`src/rtl/olse_pkg.sv`:
```
// Package: shared types and codes for the ordered list slot engine.
`timescale 1ns / 1ps
`default_nettype none
package olse_pkg;

	localparam int unsigned OP_W      = 3;
	localparam int unsigned POS_W     = 7;
	localparam int unsigned WDAT_W    = 32;
	localparam int unsigned SLOT_W    = 6;
	// slot pool size; positions and slot fields above are sized for it
	localparam int unsigned MAX_SLOTS = 64;

	typedef enum logic [OP_W-1:0] {
		OP_APPEND = 3'd0,
		OP_WRITE  = 3'd1,
		OP_READ   = 3'd2,
		OP_SWAP   = 3'd3,
		OP_MOVE   = 3'd4,
		OP_REMOVE = 3'd5
	} opcode_t;

	typedef struct packed {
		logic [OP_W-1:0]   opcode;
		logic [POS_W-1:0]  pos_a;
		logic [POS_W-1:0]  pos_b;
		logic [WDAT_W-1:0] write_data;
	} cmd_t;

	typedef struct packed {
		logic              status;
		logic [WDAT_W-1:0] read_data;
		logic [POS_W-1:0]  entry_count;
		logic [SLOT_W-1:0] last_slot;
	} rsp_t;

endpackage
`default_nettype wire

```
`src/rtl/ordered_list_slot_engine.sv`:
```
// Top level: sequencer working on a doubly linked list of slots held in memories.
//
// A command is taken when start is high and busy is low; busy then stays high
// until it is done. The result beat (rsp_valid, one cycle, the receiver cannot
// stall) comes in the first cycle with busy low, where the next command may
// already be taken. Range errors and writes go from the check state straight
// to the response state. Read, remove, move and swap walk forward links from
// the first slot up to the farthest position needed; append scans backward
// links slot by slot up to the capacity. After the walk a read fetches data,
// a remove unlinks and frees the slot, a move unlinks and reinserts it and a
// swap does two relocations; a swap of the last position is the longest command.
// After reset a clearing pass sweeps all MAX_SLOTS entries, busy high.
`timescale 1ns / 1ps
`default_nettype none
module ordered_list_slot_engine (
	input  wire logic                       clk,
	input  wire logic                       arst_n,
	input  wire logic                       start,
	output logic                            busy,
	input  wire olse_pkg::cmd_t             cmd,
	output logic                            rsp_valid,
	output olse_pkg::rsp_t                  rsp,
	input  wire logic                       cfg_valid,
	output logic                            cfg_ready,
	input  wire logic [olse_pkg::POS_W-1:0] cfg_data
);

	localparam int unsigned MAX_SLOTS = olse_pkg::MAX_SLOTS;
	localparam int unsigned DW = olse_pkg::WDAT_W;
	localparam int unsigned AW = $clog2(MAX_SLOTS);
	localparam int unsigned LW = AW + 1;
	localparam int unsigned CW = $clog2(MAX_SLOTS + 1);
	localparam logic [LW-1:0] NULL_L = {LW{1'b1}};

	typedef enum logic [15:0] {
		ST_CLR  = 16'h0001,
		ST_IDLE = 16'h0002,
		ST_EXEC = 16'h0004,
		ST_WALK = 16'h0008,
		ST_WAIT = 16'h0010,
		ST_SCAN = 16'h0020,
		ST_SCHK = 16'h0040,
		ST_APP  = 16'h0080,
		ST_RDAT = 16'h0100,
		ST_UNRD = 16'h0200,
		ST_UNWR = 16'h0400,
		ST_INRD = 16'h0800,
		ST_INA  = 16'h1000,
		ST_INB  = 16'h2000,
		ST_FREE = 16'h4000,
		ST_RESP = 16'h8000
	} state_t;

	state_t state_q;

	// memories
	logic          nx_we, pv_we, dt_we;
	logic [AW-1:0] nx_wa, pv_wa, dt_wa, lk_ra, dt_ra;
	logic [LW-1:0] nx_wd, pv_wd, nx_rd, pv_rd;
	logic [DW-1:0] dt_wd, dt_rd;

	olse_ram #(.DEPTH(MAX_SLOTS), .WIDTH(LW)) u_next (
		.clk(clk), .we(nx_we), .waddr(nx_wa), .wdata(nx_wd),
		.raddr(lk_ra), .rdata(nx_rd));
	olse_ram #(.DEPTH(MAX_SLOTS), .WIDTH(LW)) u_prev (
		.clk(clk), .we(pv_we), .waddr(pv_wa), .wdata(pv_wd),
		.raddr(lk_ra), .rdata(pv_rd));
	olse_ram #(.DEPTH(MAX_SLOTS), .WIDTH(DW)) u_data (
		.clk(clk), .we(dt_we), .waddr(dt_wa), .wdata(dt_wd),
		.raddr(dt_ra), .rdata(dt_rd));

	// list registers
	logic [LW-1:0] first_q, tail_q;
	logic [CW-1:0] size_q;
	logic [olse_pkg::POS_W-1:0] cap_q;

	// command and work registers
	olse_pkg::cmd_t cmd_q;
	logic [CW-1:0]  idx_q;
	logic [LW-1:0]  cur_q;
	logic [AW-1:0]  clr_q;
	logic [LW-1:0]  sa_q, sb_q;   // slots at pos_a and pos_b
	logic [LW-1:0]  x_q;          // forward link of the farthest walked slot
	logic [LW-1:0]  mv_q, tg_q;   // slot being relocated and slot it goes before
	logic [LW-1:0]  q_q;          // slot that ends up just before mv_q
	logic           swap2_q;
	logic           err_q;
	logic [DW-1:0]  rdat_q;

	logic [CW-1:0] a_w, b_w, hi_w;
	logic [CW-1:0] cap_eff;
	logic [LW-1:0] q_w, slo_w, shi_w;
	assign a_w = CW'(cmd_q.pos_a);
	assign b_w = CW'(cmd_q.pos_b);
	assign cap_eff = (32'(cap_q) > MAX_SLOTS) ? CW'(MAX_SLOTS) : CW'(cap_q);
	assign q_w   = tg_q[LW-1] ? tail_q : pv_rd;
	assign slo_w = (a_w < b_w) ? sa_q : sb_q;
	assign shi_w = (a_w < b_w) ? sb_q : sa_q;

	// farthest position the walk has to reach
	always_comb begin
		hi_w = a_w;
		if ((cmd_q.opcode == olse_pkg::OP_SWAP ||
				(cmd_q.opcode == olse_pkg::OP_MOVE && b_w < size_q)) && b_w > a_w) begin
			hi_w = b_w;
		end
	end

	assign busy      = (state_q != ST_IDLE);
	assign cfg_ready = 1'b1;

	// memory port control
	always_comb begin
		nx_we = 1'b0; pv_we = 1'b0; dt_we = 1'b0;
		nx_wa = '0; pv_wa = '0; dt_wa = '0;
		nx_wd = NULL_L; pv_wd = NULL_L; dt_wd = '0;
		lk_ra = cur_q[AW-1:0];
		dt_ra = sa_q[AW-1:0];
		case (state_q)
			ST_CLR: begin
				nx_we = 1'b1; pv_we = 1'b1; dt_we = 1'b1;
				nx_wa = clr_q; pv_wa = clr_q; dt_wa = clr_q;
			end
			ST_EXEC: begin
				// write data to the last entry
				if (cmd_q.opcode == olse_pkg::OP_WRITE && size_q != '0) begin
					dt_we = 1'b1;
					dt_wa = tail_q[AW-1:0];
					dt_wd = cmd_q.write_data;
				end
			end
			ST_SCAN: lk_ra = AW'(idx_q);
			ST_APP: begin
				// hang the new slot behind the tail
				nx_we = !tail_q[LW-1];
				nx_wa = tail_q[AW-1:0];
				nx_wd = mv_q;
				pv_we = 1'b1;
				pv_wa = mv_q[AW-1:0];
				pv_wd = tail_q;
			end
			ST_UNRD: lk_ra = mv_q[AW-1:0];
			ST_UNWR: begin
				// bridge the neighbors of mv_q
				nx_we = !pv_rd[LW-1];
				nx_wa = pv_rd[AW-1:0];
				nx_wd = nx_rd;
				pv_we = !nx_rd[LW-1];
				pv_wa = nx_rd[AW-1:0];
				pv_wd = pv_rd;
			end
			ST_INRD: lk_ra = tg_q[AW-1:0];
			ST_INA: begin
				nx_we = 1'b1; pv_we = 1'b1;
				nx_wa = mv_q[AW-1:0]; pv_wa = mv_q[AW-1:0];
				nx_wd = tg_q;
				pv_wd = q_w;
			end
			ST_INB: begin
				nx_we = !q_q[LW-1];
				nx_wa = q_q[AW-1:0];
				nx_wd = mv_q;
				pv_we = !tg_q[LW-1];
				pv_wa = tg_q[AW-1:0];
				pv_wd = mv_q;
			end
			ST_FREE: begin
				// removed slot: null links, zero data
				nx_we = 1'b1; pv_we = 1'b1; dt_we = 1'b1;
				nx_wa = mv_q[AW-1:0]; pv_wa = mv_q[AW-1:0]; dt_wa = mv_q[AW-1:0];
			end
			default: ;
		endcase
	end

	// sequencer
	always_ff @(posedge clk or negedge arst_n) begin
		if (!arst_n) begin
			state_q   <= ST_CLR;
			clr_q     <= '0;
			first_q   <= NULL_L;
			tail_q    <= NULL_L;
			size_q    <= '0;
			cap_q     <= olse_pkg::POS_W'(64);
			rsp_valid <= 1'b0;
			cmd_q     <= '0;
			idx_q     <= '0;
			cur_q     <= NULL_L;
			sa_q      <= NULL_L;
			sb_q      <= NULL_L;
			x_q       <= NULL_L;
			mv_q      <= NULL_L;
			tg_q      <= NULL_L;
			q_q       <= NULL_L;
			swap2_q   <= 1'b0;
			err_q     <= 1'b0;
			rdat_q    <= '0;
		end else begin
			rsp_valid <= 1'b0;
			if (cfg_valid) begin
				cap_q <= cfg_data;
			end
			case (state_q)
				ST_CLR: begin
					clr_q <= clr_q + 1'b1;
					if (32'(clr_q) == MAX_SLOTS - 1) begin
						state_q <= ST_IDLE;
					end
				end
				ST_IDLE: begin
					if (start) begin
						cmd_q   <= cmd;
						err_q   <= 1'b0;
						rdat_q  <= '0;
						state_q <= ST_EXEC;
					end
				end
				// range checks, then start the walk or the scan, or go straight to the response
				ST_EXEC: begin
					idx_q   <= '0;
					cur_q   <= first_q;
					sb_q    <= NULL_L;
					swap2_q <= 1'b0;
					state_q <= ST_RESP;
					case (cmd_q.opcode)
						olse_pkg::OP_APPEND: begin
							if (size_q >= CW'(MAX_SLOTS) || cap_eff == '0) begin
								err_q <= 1'b1;
							end else begin
								state_q <= ST_SCAN;
							end
						end
						olse_pkg::OP_WRITE: begin
							if (size_q == '0) begin
								err_q <= 1'b1;
							end
						end
						olse_pkg::OP_READ, olse_pkg::OP_REMOVE: begin
							if (a_w >= size_q) begin
								err_q <= 1'b1;
							end else begin
								state_q <= ST_WALK;
							end
						end
						olse_pkg::OP_SWAP: begin
							if (a_w >= size_q || b_w >= size_q) begin
								err_q <= 1'b1;
							end else if (a_w != b_w) begin
								state_q <= ST_WALK;
							end
						end
						olse_pkg::OP_MOVE: begin
							if (a_w >= size_q || b_w > size_q) begin
								err_q <= 1'b1;
							end else if (a_w != b_w) begin
								state_q <= ST_WALK;
							end
						end
						default: err_q <= 1'b1;
					endcase
				end
				// walk links, one position per pass through the walk and wait states
				ST_WALK: begin
					if (idx_q == a_w) begin
						sa_q <= cur_q;
					end
					if (idx_q == b_w) begin
						sb_q <= cur_q;
					end
					state_q <= ST_WAIT;
				end
				ST_WAIT: begin
					if (idx_q == hi_w) begin
						x_q <= nx_rd;
						case (cmd_q.opcode)
							olse_pkg::OP_READ: state_q <= ST_RDAT;
							olse_pkg::OP_SWAP: begin
								// far slot before near one, then near one to the gap
								mv_q    <= shi_w;
								tg_q    <= slo_w;
								swap2_q <= 1'b1;
								state_q <= ST_UNRD;
							end
							default: begin
								mv_q    <= sa_q;
								tg_q    <= sb_q;
								state_q <= ST_UNRD;
							end
						endcase
					end else begin
						cur_q   <= nx_rd;
						idx_q   <= idx_q + 1'b1;
						state_q <= ST_WALK;
					end
				end
				// append: lowest slot below capacity that is not in the list
				ST_SCAN: begin
					if (idx_q >= cap_eff) begin
						err_q   <= 1'b1;
						state_q <= ST_RESP;
					end else begin
						state_q <= ST_SCHK;
					end
				end
				ST_SCHK: begin
					if (pv_rd == NULL_L && LW'(idx_q) != first_q) begin
						mv_q    <= LW'(idx_q);
						state_q <= ST_APP;
					end else begin
						idx_q   <= idx_q + 1'b1;
						state_q <= ST_SCAN;
					end
				end
				ST_APP: begin
					if (size_q == '0) begin
						first_q <= mv_q;
					end
					tail_q  <= mv_q;
					size_q  <= size_q + 1'b1;
					state_q <= ST_RESP;
				end
				ST_RDAT: begin
					rdat_q  <= dt_rd;
					state_q <= ST_RESP;
				end
				// unlink mv_q
				ST_UNRD: state_q <= ST_UNWR;
				ST_UNWR: begin
					if (pv_rd[LW-1]) begin
						first_q <= nx_rd;
					end
					if (nx_rd[LW-1]) begin
						tail_q <= pv_rd;
					end
					state_q <= (cmd_q.opcode == olse_pkg::OP_REMOVE) ? ST_FREE : ST_INRD;
				end
				// insert mv_q before tg_q, or at the end when tg_q is null
				ST_INRD: state_q <= ST_INA;
				ST_INA: begin
					q_q <= q_w;
					if (q_w[LW-1]) begin
						first_q <= mv_q;
					end
					if (tg_q[LW-1]) begin
						tail_q <= mv_q;
					end
					state_q <= ST_INB;
				end
				ST_INB: begin
					if (swap2_q) begin
						swap2_q <= 1'b0;
						mv_q    <= tg_q;
						tg_q    <= x_q;
						state_q <= ST_UNRD;
					end else begin
						state_q <= ST_RESP;
					end
				end
				ST_FREE: begin
					size_q  <= size_q - 1'b1;
					state_q <= ST_RESP;
				end
				ST_RESP: begin
					rsp_valid <= 1'b1;
					state_q   <= ST_IDLE;
				end
				default: state_q <= ST_IDLE;
			endcase
		end
	end

	// result beat
	assign rsp.status      = err_q;
	assign rsp.read_data   = rdat_q;
	assign rsp.entry_count = olse_pkg::POS_W'(size_q);
	assign rsp.last_slot   = (size_q != '0) ? olse_pkg::SLOT_W'(tail_q) : '0;

	// a result beat lasts one cycle and follows the response state
	assert property (@(posedge clk) disable iff (!arst_n)
		rsp_valid |-> $past(state_q == ST_RESP))
		else $error("result beat without response state");
	assert property (@(posedge clk) disable iff (!arst_n)
		rsp_valid |=> !rsp_valid)
		else $error("result beat longer than one cycle");
	assert property (@(posedge clk) disable iff (!arst_n)
		(size_q <= CW'(MAX_SLOTS)))
		else $error("count beyond pool size");

endmodule
`default_nettype wire

```
`src/rtl/olse_ram.sv`:
```
// Simple dual-port memory (one write port, one read port) with registered read, used for links and data.
`timescale 1ns / 1ps
`default_nettype none
module olse_ram #(
	parameter int unsigned DEPTH = 64,
	parameter int unsigned WIDTH = 8
) (
	input  wire logic                     clk,
	input  wire logic                     we,
	input  wire logic [$clog2(DEPTH)-1:0] waddr,
	input  wire logic [WIDTH-1:0]         wdata,
	input  wire logic [$clog2(DEPTH)-1:0] raddr,
	output logic      [WIDTH-1:0]         rdata
);

	logic [WIDTH-1:0] mem [DEPTH];

	// write port and registered read port
	always_ff @(posedge clk) begin
		if (we) begin
			mem[waddr] <= wdata;
		end
		rdata <= mem[raddr];
	end

endmodule
`default_nettype wire

```
`config.mk`:
```
export PLATFORM = sky130hd
export DESIGN_NAME = ordered_list_slot_engine
export DESIGN_NICKNAME = d
export VERILOG_FILES = /design/src/rtl/olse_pkg.sv /design/src/rtl/ordered_list_slot_engine.sv /design/src/rtl/olse_ram.sv
export SDC_FILE = /design/constraint.sdc
export NUM_CORES = 2
export LEC_CHECK = 0
export BUFFER_PORTS_ARGS = -buffer_cell sky130_fd_sc_hd__buf_4
export CORE_ASPECT_RATIO = 1.1
export CORE_MARGIN = 2
export CORE_UTILIZATION = 46
export DETAILED_ROUTE_END_ITERATION = 10
export PLACE_DENSITY = 0.6
export SLEW_MARGIN = 10
export SYNTH_ARGS = -nofsm -noshare
export SYNTH_HDL_FRONTEND = slang
export SYNTH_SLANG_ARGS = --single-unit
```
`constraint.sdc`:
```
create_clock -name clk -period 4.7 [get_ports clk]
set_input_delay 0.47 -clock clk [delete_from_list [all_inputs] [get_ports clk]]
set_output_delay 0.47 -clock clk [all_outputs]
set_load 0.01 [all_outputs]
```
* Word-level counts from Yosys, hierarchy flattened *
Memory sizes are Yosys's and may differ from the RTL's. A register that Yosys moved wholly into a read port is not among the register bits.
Index checks and enable logic that the tools add are counted.

word-level totals
  input bits = 60
  memories = 3
  register bits after elaboration = 190
  memory bits (writable) = 2944

memory list
  name        depth  width  read ports  clocked after memory_dff  wr ports  line            RTL
  u_data.mem  64     32     1           1                         1         olse_ram.sv:16  logic [WIDTH-1:0] mem [DEPTH];
  u_next.mem  64     7      1           1                         1         olse_ram.sv:16
  u_prev.mem  64     7      1           1                         1         olse_ram.sv:16

operators by class
  $lt $le $gt $ge = 9
  add/subtract/negate cells = 4
  muxes and demuxes = 79
  equality and inequality tests = 50
  reductions and logical operators = 50

operator list
  operator                count
  $pmux W16 S13           1
  $mux W16                10
  $mux W7                 19
  $pmux W7 S3             5
  $mux W32                3
  $pmux W7 S2             6
  $pmux W16 S4            1
  $pmux W32 S2            1
  $pmux W6 S3             2
  $pmux W6 S5             1
  $ne A2 B2 Y1 const B    14
  $pmux W7 S4             1
  $pmux W6 S4             1
  $eq A7 B7 Y1            3
  $ge A7 B7 Y1            3
  $mux W1                 17
  $eq A16 B1 Y1 const B   1
  $eq A16 B10 Y1 const B  1
  $eq A16 B11 Y1 const B  1
  $eq A16 B12 Y1 const B  1
  $eq A16 B13 Y1 const B  1
  $eq A16 B14 Y1 const B  1
  $eq A16 B15 Y1 const B  1
  $eq A16 B16 Y1 const B  1
  48 further kinds        96

* Depth between registers and ports, before layout *
  depth after elaboration = 8
  gate-level depth with buffers = 15
  depth with buffers taken out = 12

* Hierarchy *
Synthesis repeated with hierarchy kept, for this count alone.

second synthesis, totals
  cell total of the unflattened synthesis = 6438
  area, all modules = 124972.4 um^2

modules (own cells, without submodules)
  module                    instances  sequential area each (um^2)  area an instance (um^2)  cells an instance
  olse_ram at u_data        1          62139.6                      78888.2                  3572
  olse_ram at u_next ...    2          13593.0                      17635.7                  827
  ordered_list_slot_engine  1          4835.9                       10812.9                  1212

* Worst setup path before layout *
No wires, ideal clock.

  path kind = flip-flop to flip-flop
  start = reg state_q[13]
  end = mem u_data.mem[56][0] (netlist name) (enable)
  data arrival time = 4162 ps
  data required time = 4279 ps
  path buffers = 3
  setup slack = 117 ps
  stages on the path, launching flop included = 12
  cell sequence = dfrtp_1 buf_2 nor4_1 nand4b_1 nor3_1 nand3b_1 inv_1 clkbuf_1 a222oi_1 or3_1 clkbuf_1 nor2_1

between the ends
  cells in the longest elaborated chain, start to end = 5
  elaborated cells on any way between the ends = 8
  those cells by class = 3 x eq/ne; 4 x mux; 1 x reduce/logical

RTL lines
  item                                             line                             RTL
  start: declaration                               ordered_list_slot_engine.sv:54   state_t state_q;
  start signal: assignment                         ordered_list_slot_engine.sv:335  state_q <= (cmd_q.opcode == olse_pkg::OP_REMOVE) ? ST_FREE : ST_INRD;
  $eq A16 B15 Y1 or $eq A16 B1 Y1 (tied branches)  ordered_list_slot_engine.sv:119  case (state_q)
  $reduce_or A2 Y1 (no source line)                n/a
  $pmux W1 S2                                      ordered_list_slot_engine.sv:119
  $mux W1                                          olse_ram.sv:20                   if (we) begin
  $mux W1 (not written as such)                    olse_ram.sv:21                   mem[waddr] <= wdata;
  end: declaration                                 olse_ram.sv:16

Several ways; a longest one is shown, not always the timed one.

* Final worst setup path *
  start = reg state_q[9]
  end = reg u_next.rdata[6] (read register of u_next.mem)

between the ends
  cells in the longest elaborated chain, start to end = 2
  elaborated cells on any way between the ends = 4
  those cells by class = 3 x eq/ne; 1 x mux

RTL lines
  item                                          line                             RTL
  $eq A16 B12 Y1, or another cell as far along  ordered_list_slot_engine.sv:119
  $pmux W6 S3 (*)                               ordered_list_slot_engine.sv:119
  end: declaration                              olse_ram.sv:13                   output logic [WIDTH-1:0] rdata

Every way passes the cells marked *; elsewhere a longest branch is shown, timed or not.
A chain may end at the register's enable or synchronous reset.

==> summary.txt <==
Run status
  – Status: completed

Clock tree
  – Setup bufs post-CTS: 0
  – CTS Buffer Depth: 4
  – Clk_lat worst skew: 0.88 ns
  – Worst-path clk slew: 0.06 ns
  – Clock root buffer: clkbuf_16
  – CTS tree: done
  – H-tree levels: 5
  – CTS Buf Count: 326
  – CTS sink cnt: 3180
  – CTS resizes: 0

Timing
  – Final Hold Viols: 0
  – Setup Skew: 0.05197 ns
  – Unrepaired setup endpoints after global routing: false
  – Max_slew headroom: 31.75%
  – Final Max Slew Viols: 0
  – Tightest Pin Transition: 1.016 ns
  – Crit share post-route: 93.99%
  – Tmin final: 4.417 ns
  – Final setup fails: 0
  – Post-Route Setup TNS: 0 ns
  – Achievable frequency: 226.4 MHz

Synthesis
  – Register area share after synthesis: 75.41%
  – Main flop type after synthesis: edfxtp_1
  – Number of synthesized register bits: 3180
  – Post-synth ARST share: 5.975%
  – Post-synth design cell area: 0.1249 mm²
  – Leading area contributor after synthesis: edfxtp_1
  – Cells after synthesis: 6908
  – Synth Net Count: 7004
  – Synth unique cells: 79
  – Synth top area cells: edfxtp_1 (71%), mux4_2 (12%), nand2_1 (2.8%)
  – Post-synth top area share: 70.80%
  – Avg Inst Size Synth: 18.08 µm²
  – EDFF count, synth: 2944
  – Synth warnings: 0

Critical path
  – Max FO, Critical Path: 8
  – R2R Setup Slk: 0.28 ns
  – Crit path DAT: 5.21 ns
  – Type of element launching the critical path: flip-flop
  – Reg2reg path depth: 11
  – Crit Path Category: reg2reg
  – RR Endpoint: u_next.rdata[6]$_DFF_P_
  – Reg2Reg Launch Point: state_q[9]$_DFFE_PN0P_
  – CP Capture Type: flip-flop
  – Critical path required time: 5.50 ns

Power and ir drop
  – Peak VDD IR: 0.2942 mV
  – Leakage power total: 52.19 nW
  – Pwr dens: 399.1 mW/mm²
  – Power Total: 57.55 mW

Placed design
  – GPL Wtd Cong: 0.8965
  – Dpl cells: 10570
  – IO Port Bufs: 107
  – DPL Wire Length: 198500 µm

GRT
  – Total GRT Usage: 24.08%
  – Largest net degree at the start of global routing: 108
  – Vias in the first global route: 67290
  – Initial antenna violation count: 15
  – Final global-route overflow total: 0
  – First-pass GRT wire length: 480600 µm

Route
  – Pre-antenna DRT Iters: 6
  – WL final: 334000 µm
  – Via count: 67900
  – Antenna-violating nets left: 0
  – # DRC: 0
  – Routed length per instance: 29.81 µm
  – Drt first-iter violations: 8426
  – Via density: 6.060

Floorplan
  – # IOs: 109
  – Die Wd: 500.8 µm
  – Die area: 0.2756 mm²
  – # rows: 200
  – Die Ht: 550.4 µm
  – Core Area: 0.2700 mm²
  – Initial Util: 46.25%

Hold path
  – Worst hold path type: in2async

Run
  – Max-cap violations: 0

Layout
  – Util after Layout: 53.40%
  – Area Overhead vs Synth: 15.47%
  – Share of layout cells above drive strength 1: 24.69%
  – # fillers: 20960
  – Non-Filler Instances: 11210
  – Fin nets: 7523
worst max-delay path, stage by stage, from the launching register on:
cell     delay, ns
dfrtp_1       0.46
or4_1         0.58
or4b_1        0.57
a21o_1        0.29
a22oi_1       0.22
nand3_1       0.27
or2_2         0.41
nor3_1        0.79
buf_4         0.33
nand3_1       0.12
nand4_1       0.19
or4_1         0.13
report_power, final:
part           leakage [nW]  switching (mW)  internal [mW]  total (mW)
logic                  11.2           0.869          0.715        1.58
registers              36.1           0.257           30.8        31.0
clock network          4.93            10.5           14.5        24.9
final cells by class:
cell class              instances  area, µm²  area share (%)
clock buffers                 427       8806           6.107
clock inverters               137       1304          0.9042
well taps                    3535       4423           3.068
multi-input cells            3284      29560           20.50
diodes                          7      17.52         0.01215
flip-flops and latches       3180      94180           65.32
inverters                      41      153.9          0.1067
repair buffers                594       5746           3.985
through the flow:
stage               setup WS [ns]  cell area (µm²)  hold WS (ns)
detailed placement         0.3963           133400        0.4469
CTS                        0.3793           144200        0.2085
floorplan                  0.1166           124900        0.1744
global placement           0.4649           133400        0.4403
global route               0.1178           144200        0.2597
finish                     0.2826           144200        0.2499
timing repair:
| item | in CTS | in global routing |
|---|---|---|
| hold buffers | 66 | 0 |
| hold endpoints to repair | 140 | 0 |
| setup endpoints to repair | 0 | 0 |
cell usage in the layout (no fill, tap or decap), types with 82 or more instances in the layout:
| master | synthesis | layout |
|---|---|---|
| dfrtp_1 | 125 | 125 |
| mux4_2 | 673 | 673 |
| edfxtp_1 | 2944 | 2944 |
| a21oi_1 | 253 | 253 |
| clkbuf_16 | 0 | 333 |
| buf_12 | 0 | 89 |
| nor2_1 | 297 | 228 |
| nand2_1 | 933 | 933 |
| buf_4 | 8 | 438 |
| nand3_1 | 360 | 358 |
| clkbuf_1 | 276 | 82 |
cell families after synthesis:
logic type / synth area share [%]
xor gates and xnor gates: 0.2665
AOI/OAI and AO/OA: 2.916
adders and majority gates: 0.3667
other: 0.003003
buffers and inverters: 1.435
muxes: 13.09
and+or+nand+nor: 6.515
DFF: 75.41
per-layer routing:
layer | track usage, % | up-vias | wire [µm]
met4 | 7.259 | 2 | 10200
li1 | - | 28380 | -
met5 | 0 | - | 13
met3 | 4.229 | 522 | 28020
met2 | 37.42 | 2937 | 156700
met1 | 35.09 | 36050 | 139100
Yosys cell counts, types with 15 or more instances:
master / count
a21oi_1: 253
a31oi_1: 50
buf_1: 68
nand4_1: 47
nand2_1: 933
inv_1: 40
ha_1: 35
mux2_2: 75
and3_1: 45
edfxtp_1: 2944
a211oi_1: 15
nand2b_1: 17
nor2_1: 297
mux4_2: 673
xnor2_1: 19
and2_1: 48
xor2_1: 19
a41oi_1: 15
or4_1: 20
mux2i_1: 34
dfxtp_1: 46
nor2b_1: 20
buf_2: 44
a22oi_1: 25
o21ai_0: 52
a21o_1: 15
a22o_1: 36
a221oi_1: 17
dfstp_2: 65
dfrtp_1: 125
clkbuf_1: 276
nor3_1: 28
nand3_1: 360
flip-flops by register name (all words and copies together), names as in the netlist, 16 cells and up:
signal	flops
u_data.mem	2048
u_next.mem	448
rdat_q	32
u_data.rdata	32
cmd_q	35
u_prev.mem	448
state_q	16
worst max path at each step:
stage	startpoint	endpoint
2_1_floorplan	state_q[13]$_DFFE_PN0P_	u_data.mem[56][0]$_DFFE_PP_
3_5_place_dp	state_q[9]$_DFFE_PN0P_	u_next.rdata[3]$_DFF_P_
3_3_place_gp	state_q[9]$_DFFE_PN0P_	u_next.rdata[6]$_DFF_P_
4_1_cts	state_q[9]$_DFFE_PN0P_	u_next.rdata[3]$_DFF_P_
5_1_grt	state_q[9]$_DFFE_PN0P_	u_next.rdata[6]$_DFF_P_
6_report	state_q[9]$_DFFE_PN0P_	u_next.rdata[6]$_DFF_P_
(Power assumes the default switching activity.)
